[src/rtl/core/plra_pkg.sv]
// shared types and codes for the power limit request arbiter
// no dependencies; used by plra_cell and power_limit_request_arbiter
package plra_pkg;

  localparam int REQUESTERS_DEF    = 16;
  localparam int CONTROL_TYPES_DEF = 4;
  localparam int NUM_LIMITS        = 5;
  localparam int LIMIT_W           = 32;

  // limit positions in a limit vector
  localparam int LIM_MAX_POWER  = 0;
  localparam int LIM_MIN_POWER  = 1;
  localparam int LIM_STEP       = 2;
  localparam int LIM_MAX_WINDOW = 3;
  localparam int LIM_MIN_WINDOW = 4;

  // item modes
  localparam logic [2:0] MODE_COMMIT = 3'd0;
  localparam logic [2:0] MODE_STAGE  = 3'd1;
  localparam logic [2:0] MODE_CLEAR  = 3'd2;
  localparam logic [2:0] MODE_QUERY  = 3'd3;
  localparam logic [2:0] MODE_REMOVE = 3'd4;
  localparam logic [2:0] MODE_LOCK   = 3'd5;

  typedef logic [NUM_LIMITS-1:0][LIMIT_W-1:0] limits_t;

  typedef enum logic [1:0] {
    ST_IDLE,
    ST_EXEC,
    ST_WALK,
    ST_FIN
  } state_t;

  typedef struct packed {
    logic [2:0]            mode;
    logic [3:0]            req;
    logic [1:0]            ct;
    limits_t               vals;
    logic [NUM_LIMITS-1:0] vmask;
    logic                  flag;
  } cmd_t;

  // overlay entry of the queried type as seen by every cell
  typedef struct packed {
    logic                  present;
    logic                  flag;
    logic [3:0]            req;
    limits_t               vals;
    logic [NUM_LIMITS-1:0] mask;
  } ovl_view_t;

  // partial arbitration result handed down the chain
  typedef struct packed {
    logic                  present;
    logic [NUM_LIMITS-1:0] mask;
    limits_t               vals;
  } token_t;

endpackage

[src/rtl/core/plra_cell.sv]
// one requester's cell: its entries, lock request and one chain stage
// depends on plra_pkg
module plra_cell #(
  parameter int R             = 0,
  parameter int CONTROL_TYPES = plra_pkg::CONTROL_TYPES_DEF
) (
  input  logic                clk,
  input  logic                rst_n,
  input  plra_pkg::cmd_t      cmd,
  input  logic                wr_en,
  input  plra_pkg::ovl_view_t ovl,
  input  plra_pkg::token_t    tok_in,
  output plra_pkg::token_t    tok_out,
  output logic                any_present,
  output logic                lock_req
);
  import plra_pkg::*;

  localparam int CIW = (CONTROL_TYPES > 1) ? $clog2(CONTROL_TYPES) : 1;

  limits_t                 val_mem   [CONTROL_TYPES];
  logic [NUM_LIMITS-1:0]   vmask_mem [CONTROL_TYPES];
  logic [CONTROL_TYPES-1:0] present_r, present_nxt;
  logic                    lock_r, lock_nxt;
  token_t                  tok_r, tok_nxt;

  logic [15:0]     ct_ext;
  logic [CIW-1:0]  idx;
  logic            ct_ok, hit, use_ovl, use_ent;
  limits_t         ev;
  logic [NUM_LIMITS-1:0] em;

  assign ct_ext  = 16'(cmd.ct);
  assign idx     = ct_ext[CIW-1:0];
  assign ct_ok   = 32'(cmd.ct) < CONTROL_TYPES;
  assign hit     = 32'(cmd.req) == R;
  assign use_ovl = ovl.flag && ovl.present && (32'(ovl.req) == R);
  assign use_ent = !use_ovl && ct_ok && present_r[idx];
  assign ev      = use_ovl ? ovl.vals : val_mem[idx];
  assign em      = use_ovl ? ovl.mask : vmask_mem[idx];

  always_comb begin
    tok_nxt = tok_in;
    if (use_ovl || use_ent) begin
      tok_nxt.present = 1'b1;
      for (int i = 0; i < NUM_LIMITS; i++) begin
        if (em[i]) begin
          if (tok_in.mask[i]) begin
            if (i == LIM_STEP || i == LIM_MIN_WINDOW) begin
              tok_nxt.vals[i] = (ev[i] > tok_in.vals[i]) ? ev[i] : tok_in.vals[i];
            end else begin
              tok_nxt.vals[i] = (ev[i] < tok_in.vals[i]) ? ev[i] : tok_in.vals[i];
            end
          end else begin
            tok_nxt.vals[i] = ev[i];
          end
          tok_nxt.mask[i] = 1'b1;
        end
      end
    end
  end

  always_comb begin
    present_nxt = present_r;
    lock_nxt    = lock_r;
    if (wr_en && hit) begin
      if (cmd.mode == MODE_COMMIT && ct_ok) begin
        present_nxt[idx] = 1'b1;
      end else if (cmd.mode == MODE_REMOVE) begin
        present_nxt = '0;
        lock_nxt    = 1'b0;
      end else if (cmd.mode == MODE_LOCK) begin
        lock_nxt = cmd.flag;
      end
    end
  end

  always_ff @(posedge clk) begin
    if (!rst_n) begin
      present_r <= '0;
      lock_r    <= 1'b0;
    end else begin
      present_r <= present_nxt;
      lock_r    <= lock_nxt;
    end
  end

  always_ff @(posedge clk) begin
    tok_r <= tok_nxt;
    if (wr_en && hit && ct_ok && cmd.mode == MODE_COMMIT) begin
      val_mem[idx]   <= cmd.vals;
      vmask_mem[idx] <= cmd.vmask;
    end
  end

  assign tok_out     = tok_r;
  assign any_present = |present_r;
  assign lock_req    = lock_r;

endmodule

[config.mk]
export PLATFORM = sky130hd
export DESIGN_NAME = plra_cell
export DESIGN_NICKNAME = d
export VERILOG_FILES = /design/src/rtl/core/plra_pkg.sv /design/src/rtl/core/plra_cell.sv
export SDC_FILE = /design/constraint.sdc
export NUM_CORES = 1
export LEC_CHECK = 0
export BUFFER_PORTS_ARGS = -buffer_cell sky130_fd_sc_hd__buf_2
export CORE_AREA = 5 5 265 267
export DETAILED_ROUTE_END_ITERATION = 12
export DIE_AREA = 0 0 270 272
export GPL_TIMING_DRIVEN = 0
export MAX_ROUTING_LAYER = met4
export PLACE_DENSITY_LB_ADDON = 0.05
export SLEW_MARGIN = 40
export SYNTH_ARGS = -nofsm -noshare
export SYNTH_HDL_FRONTEND = slang
export SYNTH_SLANG_ARGS = --single-unit
[constraint.sdc]
create_clock -name clk -period 22.2 [get_ports clk]
set_input_delay 4.44 -clock clk [delete_from_list [all_inputs] [get_ports clk]]
set_output_delay 4.44 -clock clk [all_outputs]
set_load 0.02 [all_outputs]
* Word-level counts from Yosys, hierarchy flattened
Memories as Yosys holds them, arrays and structs flattened.
Cells that the tools add are included.
** Operators by class
- Reduce and logical (&&, ||, !) cells :: 16
- Bitwise operators :: 2
- Multiplexer cells :: 33
- Equality and inequality tests :: 2
- Order comparisons :: 7
** Operators by type and width (count)
- 32-bit 2-to-1 mux :: 15
- 165-bit 2-to-1 mux :: 1
- 160-bit 2-to-1 mux :: 1
- 32-bit less-than comparator :: 3
- 32-bit > comparator :: 2
- 1-bit 2-to-1 mux :: 11
- 4-bit zero test :: 2
- 4-bit 2-to-1 mux :: 2
- 3-bit == test, second input constant :: 2
- 1-bit logical AND :: 6
- 5-bit 2-to-1 mux :: 1
- 4-bit OR :: 1
- 2-bit nonzero test :: 2
- 4-bit OR reduction :: 1
- 3-bit zero test :: 1
- 2-bit by 3-bit less-than comparator with 1-bit output, second input constant :: 1
- 3-bit AND reduction :: 1
- 1-bit binary-select mux with 2-bit select :: 1
- 1-bit demux with 2-bit select :: 1
- 2-bit by 1-bit >= comparator with 1-bit output, second input constant :: 1
- 2-bit AND reduction :: 1
- 1-bit zero test :: 1
- 1-bit logical OR :: 1
- 1-bit inverter :: 1
** Storage, ports and cells
- Output and inout bits :: 168
- Input port bits :: 515
- Memories kept :: 2
- Register bits :: 171
- Logic and storage cells :: 71
- Memory bits (writable) :: 660
** Memories
- val_mem :: words 4, bits a word 160, rd ports 1, clocked after memory_dff 0, write ports 1, line plra_cell.sv:21 : limits_t val_mem [CONTROL_TYPES];
- vmask_mem :: words 4, bits a word 5, rd ports 1, clocked after memory_dff 0, write ports 1, line plra_cell.sv:22 : logic [NUM_LIMITS-1:0] vmask_mem [CONTROL_TYPES];

* Longest topological paths before layout
Gate-level depths: netlist of run 1.
- Depth in word-level cells :: 8
- Depth in mapped cells :: 16
- Depth with buffers taken out :: 12

* Worst setup path before layout of run 1
No wires, ideal clock.
- Kind :: input-to-reg
- From :: in cmd[166] in the netlist's numbering
- To :: mem val_mem[1][0] in the netlist's numbering (enable)
- Path slack :: 3.939 ns
- Stages on the path :: 5
- Path buffers :: 4
- Data required time :: 21.272 ns
- Arrival :: 17.332 ns
- Setup time :: 0.928 ns
- Cells stage by stage :: buf_6 buf_2 clkbuf_1 buf_2 nor3b_1
** RTL lines
- start, declared :: line plra_cell.sv:9 : input plra_pkg::cmd_t cmd,
- end, declared :: line plra_cell.sv:21
Straight into the memory's write port.

==> out/metrics.cfg, run 1 <==
[clock_tree]
clkTransAtPathRegs_ns = 0.06
cts-root-buf = clkbuf_16
cts_buffer_depth = 3
htree_levels = 3
cts_sinks = 831
cts_tree = done
cts_resized = 0
clock_latency_ns = 0.62
cts_setup_buffers = 0
cts_made_buffers = 88
cts_hold_buf = 0

[logic_synthesis]
ys.flop_type = edfxtp_1
synth_async_sr_flop_share = 0
syn_inst = 2368
synth_warnings = 0
syn_nets = 3040
synth_area_leaders = edfxtp_1, mux4_2, dfxtp_1
yosysTopAreaCell = edfxtp_1
synth_edf_count = 660
synth_top_area_frac = 0.5606
ys_ff_latch = 831
avgSynthCellArea_um2 = 14.93
yosysSeqAreaShare = 0.6575
synth_area_um2 = 35350
yosys.cell_types.count = 61

[pwr]
ir_worst_vdd_v = 0.00006881
leakage_uw = 0.01799
power.density_nw_per_um2 = 78.78

[global_route]
antenna_found_initial = 55
grt_start_max_net_pins = 29
first_global_vias = 24250
grt_pass1_wl_um = 150800
grt_use_total = 0.2817
overflow = 0

[worst_setup_path]
max_stage_delay_ns = 0.69
cp.arrival_ns = 9.86
crit_type = in -> reg
worstPathMaxFanout = 10
crit_path_start_kind = input port
crit_chain = buf_2 -> buf_1 -> clkbuf_1 -> clkbuf_1 -> mux4_2 -> nand2_1 -> nand2_1 -> ha_1 -> a21oi_1 -> o21ai_0 -> a221oi_1 -> o21ai_0 -> o41ai_4 -> clkbuf_1 -> nor2_1 -> a21oi_1
cp_slowest_cell = clkbuf_1
end_kind = register
critPathRequiredTime_ns = 22.68
timing.critical_path.mode_cell = clkbuf_1

[floorplanning]
row_count = 96
start_util = 0.5209
fp.dieW_um = 270
die_h_um = 272
num_io_pins = 683
coreArea_um2 = 67870
die_area_um2 = 73440

[route]
routed_via_density = 5.481
drtPass1Iterations = 5
drt_iter0_drc = 1534
avgRoutedWirePerCell_um = 24.27
drc = 0
routed_wl_um = 102500
vias = 23153
drtAntennaViolNets = 0

[sta]
slew_headroom = 0.4158
fmax_ghz = 0.1066
skew_ns = 0.01764
setup_viol = 0
drv_slew = 0
fin_crit_sh = 0.4224
finalHoldWorstSlack_ns = 0.5058
rsz0062_at_grt = no
tightestPinTransition_ns = 0.8763
hold_viol_final = 0
min_period_ns = 9.377

[final_layout]
final_common_cell = buf_2
nFillCells = 5189
layout-drive-gt1-share = 0.3713
final_nets = 3891
final_util = 0.6439
synthToLayoutAreaGrowth_pct = 23.62
mostFrequentLayoutCells = buf_2, edfxtp_1, nand2_1
fin_cells = 4224

[placed_design]
io_buffers = 680
gp_congestion = 0.9421
dp_cells = 4011
hpwl_um = 80720

[outcome]
status = finished clean

[job]
maxCapViolations = 0

[worst_hold_path]
min_path_type = reg -> reg

[layer usage]
layer / track usage / vias to the layer above / routed length [um]
met5: - / - / 0
met4: 0.08400 / 0 / 3038
met3: 0.06378 / 160 / 7329
met2: 0.4639 / 750 / 51420
met1: 0.3545 / 11622 / 40750
li1: - / 10621 / -
[power by group]
part           switching [uW]  internal, uW
sequential               5.71          1700
clock                     584           878
combinational             157           123
[worst paths after layout]
kind / startpoint / cells after the start / slack (ns) / to
worst max register to register: val_mem[2][83] / 12 / 18.32 / tok_out[88]
worst min register to register: present_r[0] / 2 / 0.51 / present_r[0]
worst min-delay path: present_r[0] / 2 / 0.51 / present_r[0]
worst max-delay path: cmd[167] / 16 / 12.82 / tok_out[88]
[critical path, delay by kind of cell]
family	cells	cell delay (ns)
buf+inv	5	2.58
compound gates	6	1.78
mux	1	0.40
simple gates	3	0.35
fa+ha+maj	1	0.30
[cell usage after synthesis, types with 3 or more instances]
master    number
nor2b_1        4
a21oi_1       77
a221oi_1       3
nand4_1       33
and4_1         3
mux2_1         5
edfxtp_1     660
mux2i_1        6
buf_4          3
mux4_2       163
buf_1          3
clkbuf_1      58
a221o_1        3
a211oi_1       8
a21o_1         8
ha_1         157
o21a_1         4
nor4_1         7
buf_6          7
nand2_1      501
nand2b_1       8
or3_1          5
o21ai_0       29
mux4_1         3
mux2_2        93
nor3_1         9
and3_1         5
nor2_1        57
inv_1        167
o211ai_1       7
or2_2          3
mux2_4        30
dfxtp_1      171
buf_2         21
nand3_1       17
[area by class of cell]
cell class                      instances  area [um^2]  area share
Antenna cell                           51        127.6    0.002920
Buffer                                 92        437.9     0.01002
Clock buffer                          123         2499     0.05718
Clock inverter                         39        404.1    0.009248
Inverter                              167        626.9     0.01434
Multi-Input combinational cell       1278        11080      0.2537
Sequential cell                       831        23240      0.5319
Tap cell                              882         1104     0.02525
Timing Repair Buffer                  761         4174     0.09552
[state kept, by name, indices dropped and copies added (netlist names)]
name / cells
val_mem: 640
tok_out: 166
vmask_mem: 20
present_r: 4
lock_req: 1
[per-stage QoR]
step	worst slack [ns]	power [uW]	area, um^2	setup TNS, ns
after floorplan	3.939	1886	35350	0
after global placement	-6.853	2009	39860	-2021.38
after detailed placement	12.26	2013	40670	0
after CTS	12.85	3474	43570	0
after global routing	12.50	3573	43670	0
final	12.82	3443	43700	0
[logic make-up (layout without fill, tap and decap cells)]
group | Yosys count | in the layout | share of synthesized area
multiplexers | 300 | 300 | 0.1517
AO/OA/AOI/OAI | 164 | 164 | 0.02885
adder cells (fa/ha/maj) | 157 | 157 | 0.05557
flip-flops | 831 | 831 | 0.6575
other | 0 | 51 | 0
AND/OR/NAND/NOR | 657 | 657 | 0.07631
buffers and inverters | 259 | 1182 | 0.03005
(Power assumes the default switching activity.)
==> run 2: changes to the inputs <==
--- a/config.mk
+++ b/config.mk
@@ -6,9 +6,9 @@
 export NUM_CORES = 1
 export LEC_CHECK = 0
 export BUFFER_PORTS_ARGS = -buffer_cell sky130_fd_sc_hd__buf_2
-export CORE_AREA = 5 5 265 267
+export CORE_MARGIN = 5
+export CORE_UTILIZATION = 50
 export DETAILED_ROUTE_END_ITERATION = 12
-export DIE_AREA = 0 0 270 272
 export GPL_TIMING_DRIVEN = 0
 export MAX_ROUTING_LAYER = met4
 export PLACE_DENSITY_LB_ADDON = 0.05
==> constraint.sdc (replaced) <==
create_clock -name clk -period 7.5 [get_ports clk]
set_input_delay 1.5 -clock clk [delete_from_list [all_inputs] [get_ports clk]]
set_output_delay 1.5 -clock clk [all_outputs]
set_load 0.02 [all_outputs]
==> run 2 against run 1 <==
  * Critical path depth shrank 1
  * Non-clock buffer count shrank 21
  * Flip-flop and latch count is the same
  * Clock power grew to 2.9 times the previous value
  * Worst hold slack lost 0.0046 ns
  * Highest routed layer unchanged
  * Cell count grew 0.78%
  * Global-route usage shrank 0.79 points
  * Via count shrank 1.1%
==> out/metrics.cfg, run 2 (same netlist as run 1, synthesis figures left out) <==
[floorplanning]
row_count = 97
coreArea_um2 = 70030
num_io_pins = 683
die_h_um = 275.9
fp.dieW_um = 275.9
start_util = 0.5048
die_area_um2 = 76120

[final_layout]
final_common_cell = buf_2
final_util = 0.6250
fin_cells = 4257
layout-drive-gt1-share = 0.3694
fin_area_um2 = 43770
largest_reg_flops = 640
final_nets = 3869
mostFrequentLayoutCells = buf_2, edfxtp_1, nand2_1
top_register = val_mem
synthToLayoutAreaGrowth_pct = 23.81

[route]
vias = 22905
drc = 0
drtAntennaViolNets = 0
routed_wl_um = 103800
drtPass1Iterations = 5
routed_via_density = 5.381
avgRoutedWirePerCell_um = 24.39
drt_iter0_drc = 1649

[global_route]
grt_start_max_net_pins = 31
overflow = 0
grt_pass1_wl_um = 149300
grt_use_total = 0.2737
first_global_vias = 23966
antenna_found_initial = 61

[sta]
min_period_ns = 6.147
slew_headroom = 0.4264
tightestPinTransition_ns = 0.8604
hold_viol_final = 0
fmax_ghz = 0.1627
drv_slew = 0
fin_crit_sh = 0.8196
skew_ns = 0.01680
rsz0062_at_grt = no
setup-tns-final_ns = 0
setup_viol = 0

[worst_setup_path]
cp.arrival_ns = 6.63
crit_chain = buf_2 -> buf_1 -> clkbuf_2 -> clkbuf_1 -> mux4_2 -> mux2i_1 -> ha_1 -> nor2b_1 -> o211a_1 -> o21ai_0 -> a21oi_1 -> o41ai_4 -> clkbuf_1 -> nor2_1 -> a21oi_1
path_buf_inv = 5
critPathRequiredTime_ns = 7.98
worstPathMaxFanout = 10
max_stage_delay_ns = 0.63
end_kind = register
crit_type = in -> reg
cp_slowest_cell = o41ai_4
cp_top_family = buffers and inverters
crit_path_start_kind = input port

[clock_tree]
cts_buffer_depth = 3
clkTransAtPathRegs_ns = 0.06
clock_latency_ns = 0.63
cts_resized = 0
cts-root-buf = clkbuf_16
cts_tree = done
cts_made_buffers = 87
cts_hold_buf = 0
cts_sinks = 831
htree_levels = 3
cts_setup_buffers = 0

[placed_design]
gp_congestion = 0.9289
dp_cells = 4048
postPlaceCellArea_um2 = 40830
hpwl_um = 81740
io_buffers = 680

[pwr]
power.density_nw_per_um2 = 230.6
leakage_uw = 0.01789
power_uw = 10090
ir_worst_vdd_v = 0.0001925

[outcome]
status = finished clean

[worst_hold_path]
min_path_type = reg -> reg

[job]
maxCapViolations = 0

==> run 2: changes by cell type in the layout (fill, tap and decap cells not counted), sizes merged <==
cell	change
diode	-4
inv	+2
clkinv	+17
bufinv	-1
clkbuf	-20
buf	-21
clkinvlp	+2
==> run 2: layout make-up <==
| cell class | instances | area, um^2 |
|---|---|---|
| antenna | 47 | 117.6 |
| inverter | 167 | 626.9 |
| clock inverter | 59 | 523.0 |
| buffer | 92 | 440.4 |
| fill | 5539 | 26260 |
| clock buffer | 103 | 2297 |
| multi-input combinational | 1278 | 11090 |
| tap | 940 | 1176 |
| timing repair buffer | 740 | 4250 |
| sequential | 831 | 23240 |
==> run 2: final timing paths <==
kind	start	endpoint	slack, ns	cells after the start
setup / recovery	cmd[167]	tok_out[83]	1.35	15
hold / removal	present_r[1]	present_r[1]	0.50	2
setup reg to reg	val_mem[2][61]	tok_out[39]	3.72	12
hold reg to reg	present_r[1]	present_r[1]	0.50	2
==> run 2: per-stage QoR <==
stage / setup WS (ns) / hold slack [ns]
finish: 1.353 / 0.5012
global route: 0.9605 / 0.5289
CTS: 1.084 / 0.4975
detailed placement: 0.4471 / 0.4844
global placement: -3.976 / 0.4586
floorplan: 0.3420 / 0.4458
==> run 2: worst register-to-register path: cells and delay by family (launching register included) <==
| kind | cells | cell delay [ns] |
|---|---|---|
| AO/OA/AOI/OAI | 1 | 0.20 |
| adder cells (fa/ha/maj) | 1 | 0.29 |
| buffers and inverters | 1 | 0.20 |
| flip-flops | 1 | 0.37 |
| multiplexers | 2 | 0.82 |
| AND/OR/NAND/NOR | 7 | 1.77 |
==> run 2: power by group <==
group	switching (uW)	total [uW]	internal, uW
combinational	462	826	364
clock	1790	4230	2440
sequential	18.8	5040	5020
==> run 2: per-layer routing <==
layer / vias up / global-route usage / routed length (um) / share of wire
met5: - / - / 0 / 0
met4: 0 / 0.06006 / 1781 / 0.017
met3: 111 / 0.06533 / 7873 / 0.076
met2: 788 / 0.4538 / 52430 / 0.50
met1: 11437 / 0.3486 / 41730 / 0.40
li1: 10569 / - / - / -
